**src/crcfr_pkg.sv**
```systemverilog
// Shared types and constants for the CRC-16 framed packet receiver.
package crcfr_pkg;

    typedef enum logic [2:0] {
        PH_HUNT1   = 3'd0,
        PH_HUNT2   = 3'd1,
        PH_LEN     = 3'd2,
        PH_CODE    = 3'd3,
        PH_DATA    = 3'd4,
        PH_CRCLO   = 3'd5,
        PH_CRCHI   = 3'd6,
        PH_TRAILER = 3'd7
    } phase_t;

    typedef enum logic [1:0] {
        ERR_NONE    = 2'd0,
        ERR_CRC     = 2'd1,
        ERR_TRAILER = 2'd2,
        ERR_LENGTH  = 2'd3
    } err_t;

    localparam logic [7:0]  HDR_BYTE     = 8'h7E;
    localparam logic [7:0]  TRAIL_A      = 8'h0D;
    localparam logic [7:0]  TRAIL_B      = 8'h0A;
    localparam logic [15:0] CRC_INIT     = 16'hFFFF;
    localparam logic [15:0] CRC_POLY     = 16'hA001;
    localparam logic [7:0]  MIN_LEN      = 8'd8;
    localparam logic [7:0]  MAX_LEN_RST  = 8'd128;

endpackage

```
**src/crc16_framed_packet_receiver.sv**
```systemverilog
// Top level: byte-serial deframer for 7E 7E LEN CODE DATA CRC_LO CRC_HI 0D 0A packets.
//
// Accepts one received byte per clock and gives at most one result per byte: each
// data byte with its index and the frame code, and one closing result per frame with
// the verdict (CRC mismatch, bad trailer, or bad length, the latter reported right
// after the length byte). Sustained rate is one byte per cycle; a byte is held in the
// input register while the framing state machine and the byte-wide CRC update work
// on it, and its result is then registered in the result register. Backpressure on
// the result side stalls the input only when a byte that makes a result finds the
// result register still full. max_frame_length resets to 128 and is to be written
// with cfg_we while no frame is in flight; the block itself does not enforce this.
module crc16_framed_packet_receiver (
    input  logic       aclk,
    input  logic       aresetn,

    input  logic       cfg_we,
    input  logic [7:0] cfg_wdata,

    input  logic       s_valid,
    output logic       s_ready,
    input  logic [7:0] s_rx_byte,

    output logic       m_valid,
    input  logic       m_ready,
    output logic [7:0] m_payload_byte,
    output logic [7:0] m_payload_index,
    output logic [7:0] m_frame_code,
    output logic       m_is_last,
    output logic       m_frame_ok,
    output logic [1:0] m_error_kind
);
    import crcfr_pkg::*;

    logic [7:0]  max_len_reg;

    logic        in_valid_reg;
    logic [7:0]  in_byte_reg;

    phase_t      phase_reg, phase_next;
    logic [7:0]  frame_len_reg, frame_len_next;
    logic [7:0]  byte_pos_reg, byte_pos_next;
    logic [15:0] crc_reg, crc_next;
    logic [7:0]  code_reg, code_next;
    logic [15:0] rx_crc_reg, rx_crc_next;
    logic        trail_seen_reg, trail_seen_next;

    logic        out_valid_reg;
    logic [7:0]  out_byte_reg;
    logic [7:0]  out_index_reg;
    logic [7:0]  out_code_reg;
    logic        out_last_reg;
    logic        out_ok_reg;
    err_t        out_err_reg;

    logic        produce;
    logic [7:0]  res_byte;
    logic [7:0]  res_index;
    logic [7:0]  res_code;
    logic        res_last;
    err_t        res_err;

    logic [15:0] crc_seed;
    logic [15:0] crc_upd;
    logic [8:0]  pos_inc;
    logic        advance;

    crcfr_crc_update u_crc (
        .crc_in  (crc_seed),
        .data_in (in_byte_reg),
        .crc_out (crc_upd)
    );

    assign crc_seed = (phase_reg == PH_HUNT1) ? CRC_INIT : crc_reg;
    assign pos_inc  = {1'b0, byte_pos_reg} + 9'd1;

    // A byte moves on unless it makes a result and the result slot is still held.
    assign advance = in_valid_reg && (!produce || !out_valid_reg || m_ready);
    assign s_ready = !in_valid_reg || advance;

    always_comb begin
        phase_next      = phase_reg;
        frame_len_next  = frame_len_reg;
        byte_pos_next   = byte_pos_reg;
        crc_next        = crc_reg;
        code_next       = code_reg;
        rx_crc_next     = rx_crc_reg;
        trail_seen_next = trail_seen_reg;
        produce   = 1'b0;
        res_byte  = 8'h00;
        res_index = 8'h00;
        res_code  = 8'h00;
        res_last  = 1'b0;
        res_err   = ERR_NONE;
        case (phase_reg)
            PH_HUNT1: begin
                if (in_byte_reg == HDR_BYTE) begin
                    crc_next   = crc_upd;
                    phase_next = PH_HUNT2;
                end
            end
            PH_HUNT2: begin
                if (in_byte_reg == HDR_BYTE) begin
                    crc_next   = crc_upd;
                    phase_next = PH_LEN;
                end else begin
                    phase_next = PH_HUNT1;
                    crc_next   = CRC_INIT;
                end
            end
            PH_LEN: begin
                if (in_byte_reg < MIN_LEN || in_byte_reg > max_len_reg) begin
                    phase_next = PH_HUNT1;
                    crc_next   = CRC_INIT;
                    produce    = 1'b1;
                    res_last   = 1'b1;
                    res_err    = ERR_LENGTH;
                end else begin
                    frame_len_next = in_byte_reg;
                    crc_next       = crc_upd;
                    phase_next     = PH_CODE;
                end
            end
            PH_CODE: begin
                code_next     = in_byte_reg;
                crc_next      = crc_upd;
                byte_pos_next = 8'h00;
                phase_next    = (frame_len_reg == MIN_LEN) ? PH_CRCLO : PH_DATA;
            end
            PH_DATA: begin
                crc_next      = crc_upd;
                byte_pos_next = pos_inc[7:0];
                if (pos_inc + {1'b0, MIN_LEN} >= {1'b0, frame_len_reg}) begin
                    phase_next = PH_CRCLO;
                end
                produce   = 1'b1;
                res_byte  = in_byte_reg;
                res_index = byte_pos_reg;
                res_code  = code_reg;
            end
            PH_CRCLO: begin
                rx_crc_next = {8'h00, in_byte_reg};
                phase_next  = PH_CRCHI;
            end
            PH_CRCHI: begin
                rx_crc_next     = {in_byte_reg, rx_crc_reg[7:0]};
                byte_pos_next   = 8'h00;
                trail_seen_next = 1'b0;
                phase_next      = PH_TRAILER;
            end
            PH_TRAILER: begin
                if (byte_pos_reg == 8'h00) begin
                    trail_seen_next = (in_byte_reg == TRAIL_A);
                    byte_pos_next   = 8'h01;
                end else begin
                    produce  = 1'b1;
                    res_last = 1'b1;
                    res_code = code_reg;
                    if (!(trail_seen_reg && in_byte_reg == TRAIL_B)) begin
                        res_err = ERR_TRAILER;
                    end else if (rx_crc_reg != crc_reg) begin
                        res_err = ERR_CRC;
                    end else begin
                        res_err = ERR_NONE;
                    end
                    phase_next = PH_HUNT1;
                    crc_next   = CRC_INIT;
                end
            end
            default: begin
                phase_next = PH_HUNT1;
            end
        endcase
        // Returning to the hunt clears the whole frame context.
        if (phase_next == PH_HUNT1) begin
            frame_len_next  = 8'h00;
            byte_pos_next   = 8'h00;
            crc_next        = CRC_INIT;
            code_next       = 8'h00;
            rx_crc_next     = 16'h0000;
            trail_seen_next = 1'b0;
        end
    end

    always_ff @(posedge aclk) begin
        if (!aresetn) begin
            max_len_reg    <= MAX_LEN_RST;
            in_valid_reg   <= 1'b0;
            phase_reg      <= PH_HUNT1;
            frame_len_reg  <= 8'h00;
            byte_pos_reg   <= 8'h00;
            crc_reg        <= CRC_INIT;
            code_reg       <= 8'h00;
            rx_crc_reg     <= 16'h0000;
            trail_seen_reg <= 1'b0;
            out_valid_reg  <= 1'b0;
        end else begin
            if (cfg_we) begin
                max_len_reg <= cfg_wdata;
            end
            if (s_valid && s_ready) begin
                in_valid_reg <= 1'b1;
            end else if (advance) begin
                in_valid_reg <= 1'b0;
            end
            if (advance) begin
                phase_reg      <= phase_next;
                frame_len_reg  <= frame_len_next;
                byte_pos_reg   <= byte_pos_next;
                crc_reg        <= crc_next;
                code_reg       <= code_next;
                rx_crc_reg     <= rx_crc_next;
                trail_seen_reg <= trail_seen_next;
            end
            if (advance && produce) begin
                out_valid_reg <= 1'b1;
            end else if (m_ready) begin
                out_valid_reg <= 1'b0;
            end
        end
    end

    always_ff @(posedge aclk) begin
        if (s_valid && s_ready) begin
            in_byte_reg <= s_rx_byte;
        end
        if (advance && produce) begin
            out_byte_reg  <= res_byte;
            out_index_reg <= res_index;
            out_code_reg  <= res_code;
            out_last_reg  <= res_last;
            out_ok_reg    <= res_last && (res_err == ERR_NONE);
            out_err_reg   <= res_err;
        end
    end

    assign m_valid         = out_valid_reg;
    assign m_payload_byte  = out_byte_reg;
    assign m_payload_index = out_index_reg;
    assign m_frame_code    = out_code_reg;
    assign m_is_last       = out_last_reg;
    assign m_frame_ok      = out_ok_reg;
    assign m_error_kind    = out_err_reg;

`ifndef SYNTH
    // closing result never carries a data byte
    a_last_no_byte: assert property (@(posedge aclk) disable iff (!aresetn)
        (m_valid && m_is_last) |-> (m_payload_byte == 8'h00 && m_payload_index == 8'h00))
        else $error("closing result carries data");

    a_data_no_verdict: assert property (@(posedge aclk) disable iff (!aresetn)
        (m_valid && !m_is_last) |-> (!m_frame_ok && m_error_kind == ERR_NONE))
        else $error("data result carries a verdict");

    a_ok_no_error: assert property (@(posedge aclk) disable iff (!aresetn)
        (m_valid && m_frame_ok) |-> (m_error_kind == ERR_NONE))
        else $error("ok frame with error code");

    a_hunt_crc_init: assert property (@(posedge aclk) disable iff (!aresetn)
        (phase_reg == PH_HUNT1) |-> (crc_reg == CRC_INIT && byte_pos_reg == 8'h00))
        else $error("hunt state with stale frame context");

    a_input_hold: assert property (@(posedge aclk) disable iff (!aresetn)
        (in_valid_reg && !advance) |=> (in_valid_reg && $stable(in_byte_reg)))
        else $error("stalled input byte lost");
`endif

endmodule

```
**src/crcfr_crc_update.sv**
```systemverilog
// Byte-wide CRC-16/MODBUS update, eight reflected shift steps unrolled.
module crcfr_crc_update (
    input  logic [15:0] crc_in,
    input  logic [7:0]  data_in,
    output logic [15:0] crc_out
);
    import crcfr_pkg::*;

    always_comb begin
        logic [15:0] c;
        c = crc_in ^ {8'h00, data_in};
        for (int i = 0; i < 8; i++) begin
            if (c[0]) begin
                c = (c >> 1) ^ CRC_POLY;
            end else begin
                c = c >> 1;
            end
        end
        crc_out = c;
    end

endmodule
```
**config.mk**
```make
export PLATFORM = sky130hd
export DESIGN_NAME = crc16_framed_packet_receiver
export DESIGN_NICKNAME = d
export VERILOG_FILES = /design/src/crcfr_pkg.sv /design/src/crc16_framed_packet_receiver.sv /design/src/crcfr_crc_update.sv
export SDC_FILE = /design/constraint.sdc
export NUM_CORES = 1
export LEC_CHECK = 0
export ABC_CLOCK_PERIOD_IN_PS = 3500
export BUFFER_PORTS_ARGS = -buffer_cell sky130_fd_sc_hd__buf_2
export CAP_MARGIN = 20
export CORE_MARGIN = 1
export CORE_UTILIZATION = 47
export DETAILED_ROUTE_END_ITERATION = 16
export GPL_ROUTABILITY_DRIVEN = 0
export PLACE_DENSITY = 0.68
export SLEW_MARGIN = 20
export SYNTH_ARGS = -nofsm -noshare
export SYNTH_HDL_FRONTEND = slang
export SYNTH_SLANG_ARGS = --single-unit
```
**constraint.sdc**
```tcl
create_clock -name aclk -period 3.5 [get_ports aclk]
set_clock_uncertainty 0.05 [all_clocks]
set_input_delay 0.175 -clock aclk [delete_from_list [all_inputs] [get_ports aclk]]
set_output_delay 0.175 -clock aclk [all_outputs]
set_load 0.05 [all_outputs]
```
# Word level (Yosys, flattened, before mapping)

Cells that the tools add are included.

Flip-flop bits (word level): 106
Input port bits: 21
Output and inout port bits: 30
Logic and storage cells: 133

$add $sub $neg: 2
Order comparisons: 3
Equality and inequality tests: 17
Mux-type cells: 50
Bitwise logic cells: 9
Reduce and logical (&&, ||, !) cells: 34

Operators by type and width:

| kind                                                                          | number |
|---|---|
| 16-bit two-way mux                                                            | 15 |
| 16-bit one-hot mux with 5 select lines                                        | 1 |
| 8-bit two-way mux                                                             | 8 |
| 16-bit one-hot mux with 2 select lines                                        | 1 |
| 8-bit by 4-bit equality test with 1-bit output (second input constant)        | 3 |
| 2-bit NOT with 3-bit output                                                   | 8 |
| 3-bit one-hot mux with 8 select lines                                         | 1 |
| 8-bit one-hot mux with 3 select lines                                         | 1 |
| 16-bit != test                                                                | 1 |
| 8-bit one-hot mux with 2 select lines                                         | 1 |
| 16-bit by 8-bit bitwise XOR with 16-bit output                                | 1 |
| 3-bit equality test (second input constant)                                   | 4 |
| 3-bit AND reduction                                                           | 4 |
| 1-bit two-way mux                                                             | 10 |
| 2-bit two-way mux                                                             | 5 |
| 2-bit nonzero test                                                            | 5 |
| 8-bit by 1-bit adder with 9-bit output (second input constant)                | 1 |
| 9-bit by 4-bit adder with 9-bit output (second input constant)                | 1 |
| 9-bit by 8-bit >= comparator with 1-bit output                                | 1 |
| 3-bit two-way mux                                                             | 3 |
| 8-bit by 7-bit equality test with 1-bit output (second input constant)        | 1 |
| 8-bit > comparator                                                            | 1 |
| 8-bit zero test                                                               | 1 |
| 8-bit by 4-bit less-than comparator with 1-bit output (second input constant) | 1 |
| 20 further kinds                                                              | 36 |

# Longest topological paths before layout

Gate-level depths: netlist of the first run.

Depth in word-level cells: 22
Depth in mapped cells: 16
Depth with buffers taken out: 14

# Modules after synthesis

A second synthesis of the first run with hierarchy kept.

Cells, all modules: 568
Area total of the unflattened synthesis: 5616.6 um2

Modules (own cells, without submodules):

| module                       | instances | cells an instance | area each (um2) | sequential area each (um2) |
|---|---|---|---|---|
| crc16_framed_packet_receiver | 1         | 539               | 5332.6          | 2482.4 |
| crcfr_crc_update             | 1         | 29                | 284.0           | 0.0 |

# Worst setup path before layout of the first run

No wires, ideal clock.

Path type: register to register
Start: register in_byte_reg[0]
End: register out_err_reg[0], in the netlist m_error_kind[0] (enable)
Library setup time: 0.422 ns
Data arrival time: 3.359 ns
Required time: 3.028 ns
Path slack: -0.332 ns
Cell stages (with the launch flop): 11
Buffers on the path: 2
Clock period less this slack: 3.832 ns
Cell sequence: edfxtp_1 clkbuf_1 inv_1 ha_1 nor2b_1 o211ai_1 a21oi_1 o311a_1 or2_2 buf_2 a21oi_1

Cells in the longest elaborated chain, start to end: 9
Elaborated cells between the ends (all ways): 10
Classes of those cells: order compare (2); mux (2); reduce/logical (6)

Ends and longest elaborated chain:

| element                                                                                            | line                                | RTL |
|---|---|---|
| start, declared                                                                                    | crc16_framed_packet_receiver.sv:37  | `logic [7:0] in_byte_reg;` |
| start signal, assigned                                                                             | crc16_framed_packet_receiver.sv:224 | `in_byte_reg <= s_rx_byte;` |
| 8-bit by 4-bit less-than comparator with 1-bit output / 8-bit > comparator (equally long branches) | crc16_framed_packet_receiver.sv:111 | `if (in_byte_reg < MIN_LEN \|\| in_byte_reg > max_len_reg) begin` |
| 1-bit logical OR (*)                                                                               | crc16_framed_packet_receiver.sv:111 |  |
| 1-bit two-way mux (*)                                                                              | crc16_framed_packet_receiver.sv:111 |  |
| 1-bit one-hot mux with 3 select lines (*)                                                          | crc16_framed_packet_receiver.sv:94  | `case (phase_reg)` |
| 1-bit zero test                                                                                    | crc16_framed_packet_receiver.sv:77  | `assign advance = in_valid_reg && (!produce \|\| !out_valid_reg \|\| m_ready);` |
| 1-bit logical OR (2 in a row)                                                                      | crc16_framed_packet_receiver.sv:77  |  |
| 1-bit logical AND                                                                                  | crc16_framed_packet_receiver.sv:77  |  |
| 1-bit logical AND (*)                                                                              | crc16_framed_packet_receiver.sv:226 | `if (advance && produce) begin` |
| end signal, assigned                                                                               | crc16_framed_packet_receiver.sv:232 | `out_err_reg <= res_err;` |
| end, declared                                                                                      | crc16_framed_packet_receiver.sv:53  | `err_t out_err_reg;` |

Every way passes the cells marked *; elsewhere a longest branch is shown, timed or not.
A chain may end at the register's enable or synchronous reset.

# Worst setup path in the final report of the first run

Start: register byte_pos_reg[0]
End: register byte_pos_reg[2]

Cells in the longest elaborated chain, start to end: 8
Elaborated cells between the ends (all ways): 19
Classes of those cells: add/sub (2); order compare (1); eq/ne (1); mux (7); reduce/logical (8)

Ends and longest elaborated chain:

| element                                                                                                        | line                                                                     | RTL |
|---|---|---|
| start, declared                                                                                                | crc16_framed_packet_receiver.sv:41                                       | `logic [7:0] byte_pos_reg, byte_pos_next;` |
| start signal, assigned                                                                                         | crc16_framed_packet_receiver.sv:208                                      | `byte_pos_reg <= byte_pos_next;` |
| 8-bit by 1-bit adder with 9-bit output / 8-bit zero test (equally long branches)                               | crc16_framed_packet_receiver.sv:74, crc16_framed_packet_receiver.sv:151  |  |
| 9-bit by 4-bit adder with 9-bit output / 1-bit two-way mux (equally long branches)                             | crc16_framed_packet_receiver.sv:132, crc16_framed_packet_receiver.sv:151 |  |
| 9-bit by 8-bit >= comparator with 1-bit output / 1-bit one-hot mux with 3 select lines (equally long branches) | crc16_framed_packet_receiver.sv:132, crc16_framed_packet_receiver.sv:94  |  |
| 3-bit two-way mux / 1-bit zero test (equally long branches)                                                    | crc16_framed_packet_receiver.sv:132, crc16_framed_packet_receiver.sv:77  |  |
| 3-bit one-hot mux with 8 select lines / 1-bit logical OR (equally long branches)                               | crc16_framed_packet_receiver.sv:94, crc16_framed_packet_receiver.sv:77   |  |
| 3-bit zero test / 1-bit logical OR (equally long branches)                                                     | crc16_framed_packet_receiver.sv:174, crc16_framed_packet_receiver.sv:77  |  |
| 3-bit != test (no line), or another cell as far along                                                          | -                                                                        |  |
| 3-bit AND reduction (no line)                                                                                  | -                                                                        |  |

Several ways; a longest one is shown, not always the timed one.

==> results.txt, run 1 <==
sequence of cells on the critical path = ha_2, nand3_2, xnor2_2, ha_1, ha_1, a21o_1, a211oi_2, o21ai_0, a21oi_1, a31oi_2, or2_4, buf_4, a21oi_4, a311oi_2
number of routed nets with antenna violations = 0
vias per cell = 5.749
Final Cycle Share = 96.07%
slowest CP cell = dfxtp_4
area growth from synthesis to layout = 18.11%
top post-synthesis cells by count = dfxtp_1 (70), nor2_1 (50), xnor2_1 (41)
syn_area_per_cell = 9.947 um^2
slowest cell delay on critical path = 0.38 ns
most common cell in the netlist = dfxtp_1
CP Capture Type = flop
number of global-route vias before repair = 4,188
Critical Path RT = 3.64 ns
Post-synth ARST share = 0%
die height = 109.2 um
worst path buffer plus inverter count = 1
Netlist Area Pre-Place = 0.005401 mm^2
DPL Wire Length = 9.460 mm
initial antenna violation count = 0
core area = 0.01103 mm^2
VDD IR max = 0.0003072 V
critical path's top delay family = compound AO/OA/AOI/OAI gates
layout cell share with drive strength beyond 1 = 22.37%
Max-slew headroom = 34.17%
first-pass GRT wire length = 21.67 mm
Most common cell on crit path = ha_1
Crit Path Class = reg -> reg
vias = 4,352
Synth Register Bits = 106
design area = 0.006380 mm^2
GRT overflow = 0
drt wl/cell = 18.03 um
Starting DRT DRC Count = 394
final wirelength = 13.65 mm
root buf cell = clkbuf_16
CP max FO = 8
largest net degree at the start of global routing = 29
Final nets = 652
leakage power = 2.374 nW
Site Rows = 38
Placed Area = 0.005858 mm^2
Synthesized Nets = 583
GR Util All Layers = 24.06%
htree depth = 3
dominant cells by area after synthesis = dfxtp_1 (26%), edfxtp_1 (20%), xnor2_1 (6.6%)
Yosys warnings = 0
Top FF cell, synth = dfxtp_1
diode count = 0
number of hold violations in the final report = 0
Initial DRT Pass Iterations = 5
Max-cap violations = 0
DIE AREA = 0.01192 mm^2
Fmax = 297.4 MHz
Post-Syn Instances = 543
share of the synthesized area in the top cell type = 25.94%
Non-Filler Instances = 757
clock latency on the worst-skew pair = 0.35 ns
max-slew violations = 0
WHS = 0.005394 ns
# setup viols final = 0
DRC = 0
synth unique cells = 64
part of the Yosys area used for sequential elements = 45.96%
IO Port Bufs = 50
HP Class = in -> reg
Register Area = 0.002490 mm^2
clock slew seen by the registers of the worst setup and hold paths = 0.08 ns
slew of the pin with the lowest slew margin = 0.9864 ns
Worst setup SP type = flop
Synth area leader = dfxtp_1
Critical Path AT = 3.51 ns
post-layout min period = 3.363 ns
IO Count = 51
status = complete, no violations
# clock sinks = 106
PwrDens = 415.0 mW/mm^2
Starting Density = 48.97%
FILL cells = 975
EDFF count, synth = 36
Setup TNS Final = 0 ns
Num CTS Buffers = 9
Max clock buf depth = 2
dpl cells = 726
Multi-input gate area = 0.002709 mm^2
CTS tree = yes
Die X-Extent = 109.2 um
## metal layers
layer	vias up	part of all wire (%)	routed length (um)	track usage, %
met3	27	6.1	837	3.646
met5	-	0	0	0
met1	2057	45	6097	31.91
met4	0	2.1	289	9.619
li1	2085	-	-	-
met2	183	47	6424	39.26
## per-stage QoR
stage                     utilization [%]  worst slack (ns)  power (W)
after global placement              53.11         -0.001279   0.001568
after floorplan                         -            0.2998   0.001498
final                               57.84            0.1375   0.002647
after detailed placement            53.11           -0.1503   0.001575
after global routing                57.84          -0.05356   0.002737
after CTS                           56.91           0.03318   0.002646
## final cells by class
type                       count  area share (%)
multi-input combinational    378           42.46
sequential                   106           39.03
timing repair buffer          93           9.335
clock buffer                   9           3.530
tap                          140           2.746
clock inverter                 7           1.490
inverter                      24           1.412
## what timing repair did
item	4_1_cts	5_1_grt
hold buffers	9	0
hold endpoints to repair	9	0
endpoints found under the setup margin	39	49
resized for setup	3	13
setup buffers	0	7
pin swaps	0	6
## power by group
group          internal (W)  switching, W
combinational      0.000110      0.000159
clock              0.000580      0.000502
sequential          0.00128     0.0000142
## cells in the final DEF, fill, tap and decap left out, types with 4 or more instances in the layout
cell           netlist  routed
or3_1                4       4
xor2_1              11      11
nor2_1              50      50
o21ai_0             20      20
buf_2                8      50
inv_1               24      24
nand2b_1             8       8
dfxtp_1             70      66
nand2_1             30      30
clkbuf_16            0       9
nor4_1               4       4
xnor2_1             41      39
o21ai_1              4       4
edfxtp_1            36      36
ha_1                19      18
nor2b_1             11      11
a22o_1              32      32
and3_1              20      20
a21oi_1             18      17
mux2i_1              7       7
a21oi_2              7       8
a2bb2oi_1            5       5
buf_4                3      34
nand3_1             15      14
nand4_1             10      10
nor3_1               5       4
o22ai_1              9       9
dlygate4sd3_1        0       9
## worst paths after layout
kind,from,endpoint,slack [ns],cells after the start
max reg2reg,byte_pos_reg[0],byte_pos_reg[2],0.14,14
min,cfg_wdata[3],max_len_reg[3],0.005,3
max,byte_pos_reg[0],byte_pos_reg[2],0.14,14
min reg2reg,code_reg[1],code_reg[1],0.43,1
## worst register-to-register path, cell delays in order (launching register included)
cell and delay, ns:
dfxtp_4 0.38, ha_2 0.22, nand3_2 0.10, xnor2_2 0.16, ha_1 0.31, ha_1 0.30, a21o_1 0.17, a211oi_2 0.21
o21ai_0 0.11, a21oi_1 0.20, a31oi_2 0.16, or2_4 0.31, buf_4 0.16, a21oi_4 0.24, a311oi_2 0.13
## kinds of logic after synthesis
family / Yosys count / share of synthesized area (%)
and+or+nand+nor: 179 / 18.21
DFF: 106 / 45.96
buffers and inverters: 59 / 5.050
adders and majority gates: 19 / 4.401
muxes: 7 / 1.297
AOI/OAI and AO/OA: 121 / 16.66
xor gates and xnor gates: 52 / 8.432
No activity file was read; power rests on OpenSTA's default activity.
==> run 2, diff against run 1 <==
--- a/config.mk
+++ b/config.mk
@@ -10,6 +10,7 @@
 export CAP_MARGIN = 20
 export CORE_MARGIN = 1
 export CORE_UTILIZATION = 47
+export CTS_BUF_LIST = sky130_fd_sc_hd__clkbuf_4
 export DETAILED_ROUTE_END_ITERATION = 16
 export GPL_ROUTABILITY_DRIVEN = 0
 export PLACE_DENSITY = 0.68
==> run 2 against run 1 <==
Against the previous run: cell count grew 1.5%; wire length fell by 0.23%; count of clock-buffer cells in the layout stayed put; die area unchanged; global-route usage increased by 0.21 points.
==> results.txt, run 2 (synthesis gave the netlist of run 1 again) <==
slowest cell delay on critical path = 0.41 ns
Initial DRT Pass Iterations = 5
Setup TNS Final = 0 ns
sequence of cells on the critical path = ha_2, nand3_2, xnor2_2, ha_1, ha_1, a21o_1, a211oi_2, o21ai_0, a21oi_1, a31oi_2, or2_4, buf_4, a21oi_4, a311oi_2
max-slew violations = 0
post-layout min period = 3.387 ns
Comb pwr share = 12.3%
Internal Pwr Total = 0.001645 W
switching share of power = 27.80%
htree depth = 3
GRT overflow = 0
Die X-Extent = 109.2 um
P_sw = 0.0006331 W
commonest non-fill, non-tap cell in the layout = dfxtp_1
Final Cycle Share = 96.78%
Num CTS Buffers = 9
status = complete, no violations
IO Count = 51
HP Class = in -> reg
sequential power share = 57.0%
slew of the pin with the lowest slew margin = 1.070 ns
R2R Setup Slk = 0.11 ns
FF-to-FF End = byte_pos_reg[2]
FILL cells = 974
Starting Density = 48.97%
DIE AREA = 0.01192 mm^2
number of routed nets with antenna violations = 0
Max clock buf depth = 2
vias per cell = 5.723
Critical Path AT = 3.68 ns
VDD IR max = 0.0001968 V
Non-Filler Instances = 768
commonest non-fill, non-tap cells in the layout = dfxtp_1 (66), nor2_1 (50), buf_2 (50)
Max-slew headroom = 28.58%
vias = 4,395
# clock sinks = 106
Final Util = 57.55%
area growth from synthesis to layout = 17.54%
drt wl/cell = 17.73 um
CTS tree = yes
diode count = 0
Fmax = 295.2 MHz
DRC = 0
design area = 0.006349 mm^2
PwrDens = 358.8 mW/mm^2
Critical Path RT = 3.79 ns
largest net degree at the start of global routing = 29
# setup viols final = 0
first-pass GRT wire length = 21.90 mm
die height = 109.2 um
clock slew seen by the registers of the worst setup and hold paths = 0.19 ns
CP Capture Type = flop
core area = 0.01103 mm^2
Crit Path Class = reg -> reg
clock share of power = 30.7%
final wirelength = 13.62 mm
DPL Wire Length = 9.460 mm
clock latency on the worst-skew pair = 0.47 ns
Worst setup SP type = flop
root buf cell = clkbuf_4
r2r startpoint = byte_pos_reg[0]
Max-cap violations = 0
layout cell share with drive strength beyond 1 = 22.29%
GR Util All Layers = 24.27%
dpl cells = 726
R2R cell count = 14
Most common cell on crit path = ha_1
number of global-route vias before repair = 4,301
Placed Area = 0.005858 mm^2
CP max FO = 8
initial antenna violation count = 0
leakage power = 2.355 nW
number of hold violations in the final report = 0
IO Port Bufs = 50
Final nets = 663
Starting DRT DRC Count = 446
slowest CP cell = dfxtp_4
Site Rows = 38
crit path to = byte_pos_reg[2]
critical path startpoint = byte_pos_reg[0]
-- run 2: worst min path at each step --
stage / start / to / cells past startpoint
after floorplan: s_rx_byte[0] / in_byte_reg[0] / 0
after global placement: s_rx_byte[0] / in_byte_reg[0] / 1
after detailed placement: s_rx_byte[0] / in_byte_reg[0] / 1
after CTS: cfg_we / max_len_reg[7] / 3
after global routing: cfg_we / max_len_reg[7] / 3
final: cfg_we / max_len_reg[7] / 3
-- run 2: timing repair --
item | in CTS | in global routing
pin swaps | 0 | 7
setup endpoints to repair | 47 | 50
setup buffers | 0 | 9
resized for setup | 3 | 16
hold buffers | 18 | 0
endpoints found under the hold margin | 18 | 0
-- run 2: power by group through the flow --
stage                     Sequential [W]  Clock (W)  Combinational, W
after floorplan                  0.00132          0          0.000178
after global routing             0.00130   0.000766          0.000305
after CTS                        0.00130   0.000711          0.000268
after detailed placement         0.00132          0          0.000251
final                            0.00130   0.000700          0.000280
after global placement           0.00132          0          0.000243
-- run 2: layer usage --
metal	track usage [%]	routed length, um	share of wire [%]
met5	0	0	0
met4	11.33	368	2.7
met3	4.244	941	6.9
met2	39.31	6282	46
met1	31.44	6024	44
-- run 2: area by class of cell --
type | instances | area [um^2] | area share [%]
Clock inverter | 7 | 95.09 | 1.498
Tap cell | 140 | 175.2 | 2.759
Clock buffer | 9 | 67.56 | 1.064
Multi-Input combinational cell | 378 | 2728 | 42.96
Sequential cell | 106 | 2492 | 39.26
Inverter | 24 | 90.09 | 1.419
Timing Repair Buffer | 104 | 700.7 | 11.04
-- run 2: per-stage QoR --
step	setup WS (ns)	power (W)	hold WS (ns)
after floorplan	0.2998	0.001498	0.2239
after detailed placement	-0.1503	0.001575	0.3031
final	0.1127	0.002278	0.02925
after global routing	-0.02712	0.002371	0.03728
after CTS	0.008346	0.002277	0.008443
after global placement	-0.001279	0.001568	0.3023
-- run 2: critical path: cells and delay by family, from the launching register on --
family,cells,cell delay (ns)
buffers and inverters,1,0.16
AND/OR/NAND/NOR,2,0.41
AO/OA/AOI/OAI,7,1.24
adder cells (fa/ha/maj),3,0.82
XOR/XNOR,1,0.17
flip-flops,1,0.41
